===== config.mk =====
export PLATFORM = sky130hd
export DESIGN_NAME = modular_exponentiation_top
export DESIGN_NICKNAME = d
export VERILOG_FILES = /design/src/design/mexp_pkg.sv /design/src/design/mexp_ctrl.sv /design/src/design/mexp_dpath.sv /design/src/design/modular_exponentiation_top.sv
export SDC_FILE = /design/constraint.sdc
export NUM_CORES = 2
export LEC_CHECK = 0
export BUFFER_PORTS_ARGS = -buffer_cell sky130_fd_sc_hd__buf_2
export CAP_MARGIN = 20
export CORE_MARGIN = 4
export CORE_UTILIZATION = 60
export DETAILED_ROUTE_END_ITERATION = 10
export GPL_TIMING_DRIVEN = 0
export MAX_ROUTING_LAYER = met4
export PLACE_DENSITY = 0.84
export SYNTH_ARGS = -nofsm -noshare
export SYNTH_HDL_FRONTEND = slang
export SYNTH_SLANG_ARGS = --single-unit

===== constraint.sdc =====
create_clock -name clock -period 14.4 [get_ports clock]
set_input_delay 0 -clock clock [delete_from_list [all_inputs] [get_ports clock]]
set_output_delay 0 -clock clock [all_outputs]
set_load 0.01 [all_outputs]

===== src/design/mexp_pkg.sv =====
// shared constants, types and controller state encoding for the modular exponentiation block
`default_nettype none
package mexp_pkg;

   localparam int WORD_BITS     = 32;
   localparam int FIELD_BITS    = 32;
   localparam int DVD_BITS      = 2 * WORD_BITS;
   localparam int STEP_COUNT    = DVD_BITS / 2;
   localparam int CNT_BITS      = $clog2(STEP_COUNT);
   localparam int CSR_ADDR_BITS = 2;
   localparam int CSR_DATA_BITS = 32;

   localparam logic [CSR_ADDR_BITS-1:0] REG_MODULUS_ADDR = CSR_ADDR_BITS'(0);
   localparam logic [WORD_BITS-1:0]     MODULUS_RESET    = WORD_BITS'(2);
   localparam logic [WORD_BITS-1:0]     MODULUS_MIN      = WORD_BITS'(2);

   typedef enum logic [3:0] {
      ST_IDLE,
      ST_CHECK,
      ST_SCAN,
      ST_SCAN_RED,
      ST_SCAN_WB,
      ST_LOOP,
      ST_LOOP_SQ_RED,
      ST_LOOP_SQ_WB,
      ST_LOOP_PM,
      ST_LOOP_PM_RED,
      ST_LOOP_PM_WB,
      ST_DONE
   } state_type;

   typedef struct packed {
      logic load;
      logic mul_start;
      logic mul_sel_prod;
      logic rem_step;
      logic wb_base;
      logic wb_prod;
      logic seed;
      logic set_one;
      logic shift;
      logic out_load;
   } dp_cmd_type;

   typedef struct packed {
      logic exp_zero;
      logic exp_lsb;
      logic rem_done;
   } dp_status_type;

endpackage
`default_nettype wire


===== src/design/mexp_ctrl.sv =====
// square and multiply sequencer driving the exponentiation datapath
`default_nettype none
module mexp_ctrl (
   input  wire logic                   clock,
   input  wire logic                   reset,
   input  wire logic                   req_tvalid,
   output logic                        req_tready,
   output logic                        rsp_tvalid,
   input  wire logic                   rsp_tready,
   input  wire mexp_pkg::dp_status_type status,
   output mexp_pkg::dp_cmd_type        cmd
);

   mexp_pkg::state_type state_ff, state_in;
   logic                rsp_valid_ff, rsp_valid_in;
   logic                out_free;

   assign out_free   = !rsp_valid_ff || rsp_tready;
   assign req_tready = (state_ff == mexp_pkg::ST_IDLE);
   assign rsp_tvalid = rsp_valid_ff;

   always_comb begin
      state_in = state_ff;
      unique case (state_ff)
         mexp_pkg::ST_IDLE: begin
            if (req_tvalid) state_in = mexp_pkg::ST_CHECK;
         end
         mexp_pkg::ST_CHECK: begin
            state_in = status.exp_zero ? mexp_pkg::ST_DONE : mexp_pkg::ST_SCAN;
         end
         mexp_pkg::ST_SCAN: begin
            state_in = status.exp_lsb ? mexp_pkg::ST_LOOP : mexp_pkg::ST_SCAN_RED;
         end
         mexp_pkg::ST_SCAN_RED: begin
            if (status.rem_done) state_in = mexp_pkg::ST_SCAN_WB;
         end
         mexp_pkg::ST_SCAN_WB: begin
            state_in = mexp_pkg::ST_SCAN;
         end
         mexp_pkg::ST_LOOP: begin
            state_in = status.exp_zero ? mexp_pkg::ST_DONE : mexp_pkg::ST_LOOP_SQ_RED;
         end
         mexp_pkg::ST_LOOP_SQ_RED: begin
            if (status.rem_done) state_in = mexp_pkg::ST_LOOP_SQ_WB;
         end
         mexp_pkg::ST_LOOP_SQ_WB: begin
            state_in = status.exp_lsb ? mexp_pkg::ST_LOOP_PM : mexp_pkg::ST_LOOP;
         end
         mexp_pkg::ST_LOOP_PM: begin
            state_in = mexp_pkg::ST_LOOP_PM_RED;
         end
         mexp_pkg::ST_LOOP_PM_RED: begin
            if (status.rem_done) state_in = mexp_pkg::ST_LOOP_PM_WB;
         end
         mexp_pkg::ST_LOOP_PM_WB: begin
            state_in = mexp_pkg::ST_LOOP;
         end
         mexp_pkg::ST_DONE: begin
            if (out_free) state_in = mexp_pkg::ST_IDLE;
         end
         default: begin
            state_in = mexp_pkg::ST_IDLE;
         end
      endcase
   end

   always_comb begin
      cmd = '0;
      unique case (state_ff)
         mexp_pkg::ST_IDLE: begin
            cmd.load = req_tvalid;
         end
         mexp_pkg::ST_CHECK: begin
            cmd.set_one = status.exp_zero;
         end
         mexp_pkg::ST_SCAN: begin
            cmd.seed      = status.exp_lsb;
            cmd.shift     = status.exp_lsb;
            cmd.mul_start = !status.exp_lsb;
         end
         mexp_pkg::ST_SCAN_RED, mexp_pkg::ST_LOOP_SQ_RED, mexp_pkg::ST_LOOP_PM_RED: begin
            cmd.rem_step = 1'b1;
         end
         mexp_pkg::ST_SCAN_WB: begin
            cmd.wb_base = 1'b1;
            cmd.shift   = 1'b1;
         end
         mexp_pkg::ST_LOOP: begin
            cmd.mul_start = !status.exp_zero;
         end
         mexp_pkg::ST_LOOP_SQ_WB: begin
            cmd.wb_base = 1'b1;
            cmd.shift   = !status.exp_lsb;
         end
         mexp_pkg::ST_LOOP_PM: begin
            cmd.mul_start    = 1'b1;
            cmd.mul_sel_prod = 1'b1;
         end
         mexp_pkg::ST_LOOP_PM_WB: begin
            cmd.wb_prod = 1'b1;
            cmd.shift   = 1'b1;
         end
         mexp_pkg::ST_DONE: begin
            cmd.out_load = out_free;
         end
         default: begin
            cmd = '0;
         end
      endcase
   end

   always_comb begin
      rsp_valid_in = rsp_valid_ff;
      if (cmd.out_load) begin
         rsp_valid_in = 1'b1;
      end else if (rsp_tready) begin
         rsp_valid_in = 1'b0;
      end
   end

   always_ff @(posedge clock) begin
      if (reset) begin
         state_ff     <= mexp_pkg::ST_IDLE;
         rsp_valid_ff <= 1'b0;
      end else begin
         state_ff     <= state_in;
         rsp_valid_ff <= rsp_valid_in;
      end
   end

endmodule
`default_nettype wire


===== src/design/mexp_dpath.sv =====
// operand registers, multiplier and two-bit-per-cycle remainder unit
`default_nettype none
module mexp_dpath (
   input  wire logic                            clock,
   input  wire logic                            reset,
   input  wire mexp_pkg::dp_cmd_type            cmd,
   output mexp_pkg::dp_status_type              status,
   input  wire logic [mexp_pkg::WORD_BITS-1:0]  req_base,
   input  wire logic [mexp_pkg::WORD_BITS-1:0]  req_exponent,
   input  wire logic [mexp_pkg::WORD_BITS-1:0]  modulus,
   output logic      [mexp_pkg::WORD_BITS-1:0]  power_result
);

   localparam int WB = mexp_pkg::WORD_BITS;
   localparam int DB = mexp_pkg::DVD_BITS;
   localparam int CB = mexp_pkg::CNT_BITS;

   logic [WB-1:0] base_ff, base_in;
   logic [WB-1:0] exp_ff, exp_in;
   logic [WB-1:0] prod_ff, prod_in;
   logic [WB-1:0] rem_ff, rem_in;
   logic [WB-1:0] out_ff, out_in;
   logic [DB-1:0] dvd_ff, dvd_in;
   logic [CB-1:0] cnt_ff, cnt_in;

   logic [WB-1:0] mul_a;
   logic [WB:0]   mod_ext;
   logic [WB:0]   trial1, trial2;
   logic [WB-1:0] rem1, rem2;

   assign mul_a   = cmd.mul_sel_prod ? prod_ff : base_ff;
   assign mod_ext = {1'b0, modulus};

   always_comb begin
      trial1 = {rem_ff, dvd_ff[DB-1]};
      rem1   = (trial1 >= mod_ext) ? WB'(trial1 - mod_ext) : trial1[WB-1:0];
      trial2 = {rem1, dvd_ff[DB-2]};
      rem2   = (trial2 >= mod_ext) ? WB'(trial2 - mod_ext) : trial2[WB-1:0];
   end

   always_comb begin
      base_in = base_ff;
      exp_in  = exp_ff;
      prod_in = prod_ff;
      rem_in  = rem_ff;
      out_in  = out_ff;
      dvd_in  = dvd_ff;
      cnt_in  = cnt_ff;
      if (cmd.load) begin
         base_in = req_base;
         exp_in  = req_exponent;
      end
      if (cmd.mul_start) begin
         dvd_in = DB'(mul_a) * DB'(base_ff);
         rem_in = '0;
         cnt_in = '0;
      end
      if (cmd.rem_step) begin
         rem_in = rem2;
         dvd_in = dvd_ff << 2;
         cnt_in = cnt_ff + CB'(1);
      end
      if (cmd.wb_base) base_in = rem_ff;
      if (cmd.wb_prod) prod_in = rem_ff;
      if (cmd.seed)    prod_in = base_ff;
      if (cmd.set_one) prod_in = WB'(1);
      if (cmd.shift)   exp_in  = exp_ff >> 1;
      if (cmd.out_load) out_in = prod_ff;
   end

   always_ff @(posedge clock) begin
      base_ff <= base_in;
      exp_ff  <= exp_in;
      prod_ff <= prod_in;
      rem_ff  <= rem_in;
      out_ff  <= out_in;
      dvd_ff  <= dvd_in;
   end

   always_ff @(posedge clock) begin
      if (reset) begin
         cnt_ff <= '0;
      end else begin
         cnt_ff <= cnt_in;
      end
   end

   assign status.exp_zero = (exp_ff == '0);
   assign status.exp_lsb  = exp_ff[0];
   assign status.rem_done = (cnt_ff == CB'(mexp_pkg::STEP_COUNT - 1));
   assign power_result    = out_ff;

endmodule
`default_nettype wire


===== src/design/modular_exponentiation_top.sv =====
// a zero exponent yields a result of one with no multiply; otherwise each modular
// multiply is a product, a remainder pass of two dividend bits per step and a write-back; one square per exponent
// bit below the top set bit plus one multiply per set bit above the lowest, at most 62
// one request at a time, the next taken in the cycle after the result is loaded; a held
// result stalls it
// reset is synchronous: sequencer idle, no result held, modulus back to 2
`default_nettype none
module modular_exponentiation_top (
   input  wire logic                                 clock,
   input  wire logic                                 reset,
   input  wire logic                                 req_tvalid,
   output logic                                      req_tready,
   input  wire logic [2*mexp_pkg::FIELD_BITS-1:0]    req_tdata,  // exponent (upper half), base (lower half)
   output logic                                      rsp_tvalid,
   input  wire logic                                 rsp_tready,
   output logic      [mexp_pkg::FIELD_BITS-1:0]      rsp_tdata,  // power_result
   input  wire logic                                 csr_psel,
   input  wire logic                                 csr_penable,
   input  wire logic                                 csr_pwrite,
   input  wire logic [mexp_pkg::CSR_ADDR_BITS-1:0]   csr_paddr,
   input  wire logic [mexp_pkg::CSR_DATA_BITS-1:0]   csr_pwdata,
   output logic      [mexp_pkg::CSR_DATA_BITS-1:0]   csr_prdata,
   output logic                                      csr_pready
);

   localparam int WB = mexp_pkg::WORD_BITS;
   localparam int FB = mexp_pkg::FIELD_BITS;

   mexp_pkg::dp_cmd_type    cmd;
   mexp_pkg::dp_status_type status;
   logic [WB-1:0]           modulus_ff, modulus_in;
   logic [WB-1:0]           wr_value;
   logic [WB-1:0]           power_result;
   logic                    reg_hit;

   assign csr_pready = 1'b1;
   assign reg_hit    = (csr_paddr == mexp_pkg::REG_MODULUS_ADDR);
   assign wr_value   = csr_pwdata[WB-1:0];
   assign csr_prdata = reg_hit ? mexp_pkg::CSR_DATA_BITS'(modulus_ff) : '0;

   always_comb begin
      modulus_in = modulus_ff;
      if (csr_psel && csr_penable && csr_pwrite && csr_pready && reg_hit &&
          (wr_value >= mexp_pkg::MODULUS_MIN)) begin
         modulus_in = wr_value;
      end
   end

   always_ff @(posedge clock) begin
      if (reset) begin
         modulus_ff <= mexp_pkg::MODULUS_RESET;
      end else begin
         modulus_ff <= modulus_in;
      end
   end

   mexp_ctrl u_ctrl (
      .clock      (clock),
      .reset      (reset),
      .req_tvalid (req_tvalid),
      .req_tready (req_tready),
      .rsp_tvalid (rsp_tvalid),
      .rsp_tready (rsp_tready),
      .status     (status),
      .cmd        (cmd)
   );

   mexp_dpath u_dpath (
      .clock        (clock),
      .reset        (reset),
      .cmd          (cmd),
      .status       (status),
      .req_base     (req_tdata[WB-1:0]),
      .req_exponent (req_tdata[FB+WB-1:FB]),
      .modulus      (modulus_ff),
      .power_result (power_result)
   );

   assign rsp_tdata = FB'(power_result);

endmodule
`default_nettype wire


==> results <==
- The die covers 86150 sq um.
- The count of warnings emitted by yosys is 0.
- In the routed layout, each cell is associated on average with a via count of 6.168.
- In this run the critical register-to-register path is launched from u_ctrl.state_ff[0].
- In this design, the largest share of critical-path delay is due to adder cells.
- TritonCTS built the clock tree.
- The most common cell after layout, fill and taps aside is inv_1.
- The congestion estimate from routability-driven global placement came to 1.112.
- The area of the mapped netlist is 48910 sq um.
- The signed area change from the synthesized netlist to the final layout is 8.912%.
- Setup repair after global routing left no endpoint under its margin.
- At the pin with the least slew margin, the transition time is 1.351 ns.
- The number of placement rows is 104.
- The share of synthesized area in the top cell type comes to 0.3676.
- The mean routed wirelength per cell is 26.37 um.
- The most used flip-flop cell after synthesis is edfxtp_1.
- The biggest area consumer among synthesized cells is fa_1.
- The flow ran to the end, and the final reports show no timing, DRC or antenna violations.
- In this run the worst path has a maximum fanout of 10.
- The die span in y is 293.5 um.
- For this block, the initial DRC count from the detailed router was 4438.
- The final number of max-transition violations is 0.
- Buffers placed on the I/O ports in this run total 169.
- In this run the critical register-to-register path is captured at u_dpath.dvd_ff[56].
- The number of nets with antenna violations after detailed routing is 0.
- The overall via count from detail_route is 41390.
- Measured in cells, the most critical reg-to-reg path has a length of 31.
- The number of detailed-routing iterations run before antenna repair is 9.
- The number of clock sinks is 266.
- The clock reaches the later pin of the worst-skew pair after 0.58 ns.
- In the layout the commonest cells are inv_1 (918), fa_1 (898), nand2_1 (683), and2_1 (590), ha_1 (329).
- Clock-pin slew was measured on the worst setup and hold paths at 0.07 ns.
- The share of the Yosys chip area taken by registers is 0.1476.
- Counting flops with a built-in enable in the synthesized netlist gives 189.
- The final cell area excluding filler cells is 53270 sq um.
- The number of post-CTS setup repair buffers is 0.
- Counting both buffers and inverters, the worst setup path holds a total of 8.
- The number of cells on the worst hold path is 5.
- The number of max-cap violations is 0.
- The global-route wire length before repair is 264700 um.
- Data arrives at the worst endpoint at 12.45 ns.
- The total area inside the core boundary comes to 80680 sq um.
- The number of synthesized register bits is 266.
- The average instance in the mapped netlist occupies 9.235 sq um.
- The classification of the worst setup path is flip-flop to flip-flop.
- The worst hold slack after final layout is 0.1082 ns.
- At the end of the flow, the number of nets in the layout was 6933.
- In this design, the critical path's most frequently occurring cell is fa_1.
- The TritonCTS buffer count is 26.
- The maximum cell stage delay along the critical path is 1.02 ns.
- The register-to-register setup slack is 2.23 ns.
- The final wirelength is 177000 um.
- The maximum number of pins on one net before global-route repair is 67.
- The initial utilization of the core area, before any placement, comes to 0.6062.
- The total DRC errors in the routed layout is 0.
- Synthesis produced 5296 cells.
- The fraction of registers with async set/reset is 0.
- At the worst endpoint, the required time is 14.68 ns.
- STA classifies the critical path endpoint as a flip-flop.
- The worst pin sits at a relative slew slack of 0.09948.
- Sorting the synthesized cells by area gives the leading types as fa_1 (37%), edfxtp_1 (12%), ha_1 (8.4%).
- The final setup violation count is 0.
- The worst setup path is launched from a flip-flop.
- The total negative slack for setup checks is 0 ns.
- The final clock skew is 0.02486 ns.
- The initial antenna violation count was 21.
- The maximum buffer depth of the clock tree is 3.
- The number of hold violations in the final report is 0.
- The global routing usage summed across all routing layers is 0.4257.
- The share of cells above drive strength 1 is 0.06102.
- The final critical delay including setup and external delays is 12.17 ns.
- The maximum achievable frequency is 82.14 MHz.
- The synthesized net count is 6628.
- Dividing the final minimum period by the clock period gives 0.8455.
- The kind of path behind the tightest hold check is input port to flip-flop.
- Summed over all layers, the global routing overflow is 0.
- The number of top-level pins is 172.
- After detailed placement, the total cell area comes to 51200 sq um.
- The die outline width is 293.5 um.
- The slowest cell on the critical path is o311ai_0.
- The start point of the worst hold path is req_tvalid.
- In this run the clock root is driven by a clkbuf_16.
- The count of cell types in the netlist is 83.
- The via count of the first global-routing pass is 43370.
- The worst hold path terminates at u_ctrl.state_ff[0].
- CTS built an H-tree with a depth of 1.
- The sum of net half-perimeters after detailed placement is 144000 um.
metrics by stage:
stage                     worst slack (ns)  std cells  utilization
after floorplan                      6.152       5296            -
after global placement               1.757       6525       0.6332
after detailed placement             2.892       6532       0.6346
after CTS                            2.820       6680       0.6590
after global routing                 2.186       6709       0.6602
final                                2.225       6711       0.6603
cells by family (layout without fill, tap and decap cells):
| logic type | after synthesis | after routing | share of synthesized area |
|---|---|---|---|
| and+or+nand+nor | 1703 | 1703 | 0.1730 |
| buffers and inverters | 1228 | 1553 | 0.09521 |
| adders and majority gates | 1227 | 1227 | 0.4517 |
| AOI/OAI and AO/OA | 625 | 625 | 0.08276 |
| DFF | 266 | 266 | 0.1476 |
| muxes | 145 | 145 | 0.03157 |
| xor gates and xnor gates | 101 | 101 | 0.01809 |
| other | 1 | 31 | 0.00007667 |
worst max path at each step:
stage,start,to,slack [ns],cells after the start
floorplan,u_ctrl.state_ff[1],u_dpath.dvd_ff[56],6.15,28
global placement,u_ctrl.state_ff[1],u_dpath.dvd_ff[57],1.76,27
detailed placement,u_ctrl.state_ff[0],u_dpath.dvd_ff[52],2.89,29
CTS,u_ctrl.state_ff[0],u_dpath.dvd_ff[56],2.82,29
global route,u_ctrl.state_ff[0],u_dpath.dvd_ff[52],2.19,32
finish,u_ctrl.state_ff[0],u_dpath.dvd_ff[56],2.23,31
worst min-delay path, delay by kind of cell:
family,cells,cell delay (ns)
and+or+nand+nor,2,0.30
buffers and inverters,1,0.10
AOI/OAI and AO/OA,2,0.24
state kept, by name (all words and copies together) (netlist names), 5 cells and up:
name / count
u_dpath.prod_ff: 32
u_dpath.cnt_ff: 5
u_dpath.exp_ff: 32
u_dpath.base_ff: 32
u_dpath.dvd_ff: 64
u_dpath.rem_ff: 32
u_dpath.power_result: 32
modulus_ff: 32
area by class of cell:
class,instances,area [sq um]
multi-input cells,3802,37060
repair buffers,277,1966
flip-flops and latches,266,7217
plain buffers,310,1211
clock inverters,22,317.8
inverters,918,3446
diodes,30,75.07
fillers,6440,27410
clock buffers,26,650.6
well taps,1060,1326
cells in the mapped netlist, drive strengths merged (46+ instances only):
master,n
xnor2,55
inv,918
nor3,66
o21ai,163
a211oi,52
a21o,57
edfxtp,189
dfxtp,77
xor2,46
nand3,54
nor2,149
ha,329
nand2,686
mux2i,71
mux2,74
and2,590
a21oi,158
clkbuf,283
fa,898
what timing repair did:
action                    in CTS  in global routing
hold buffers                 100                  0
hold endpoints to repair      98                  0
resized for setup              0                  0
per-layer routing:
layer,global-route usage,wire [um],vias to the layer above
met4,0.2885,16500,0
met5,-,0,-
met1,0.4901,60360,20380
met3,0.1305,22580,937
met2,0.6434,77550,2804
li1,-,-,17280
Power is not shown: default switching activity piles up to over one toggle a cycle in this logic, so the estimate is an artifact.
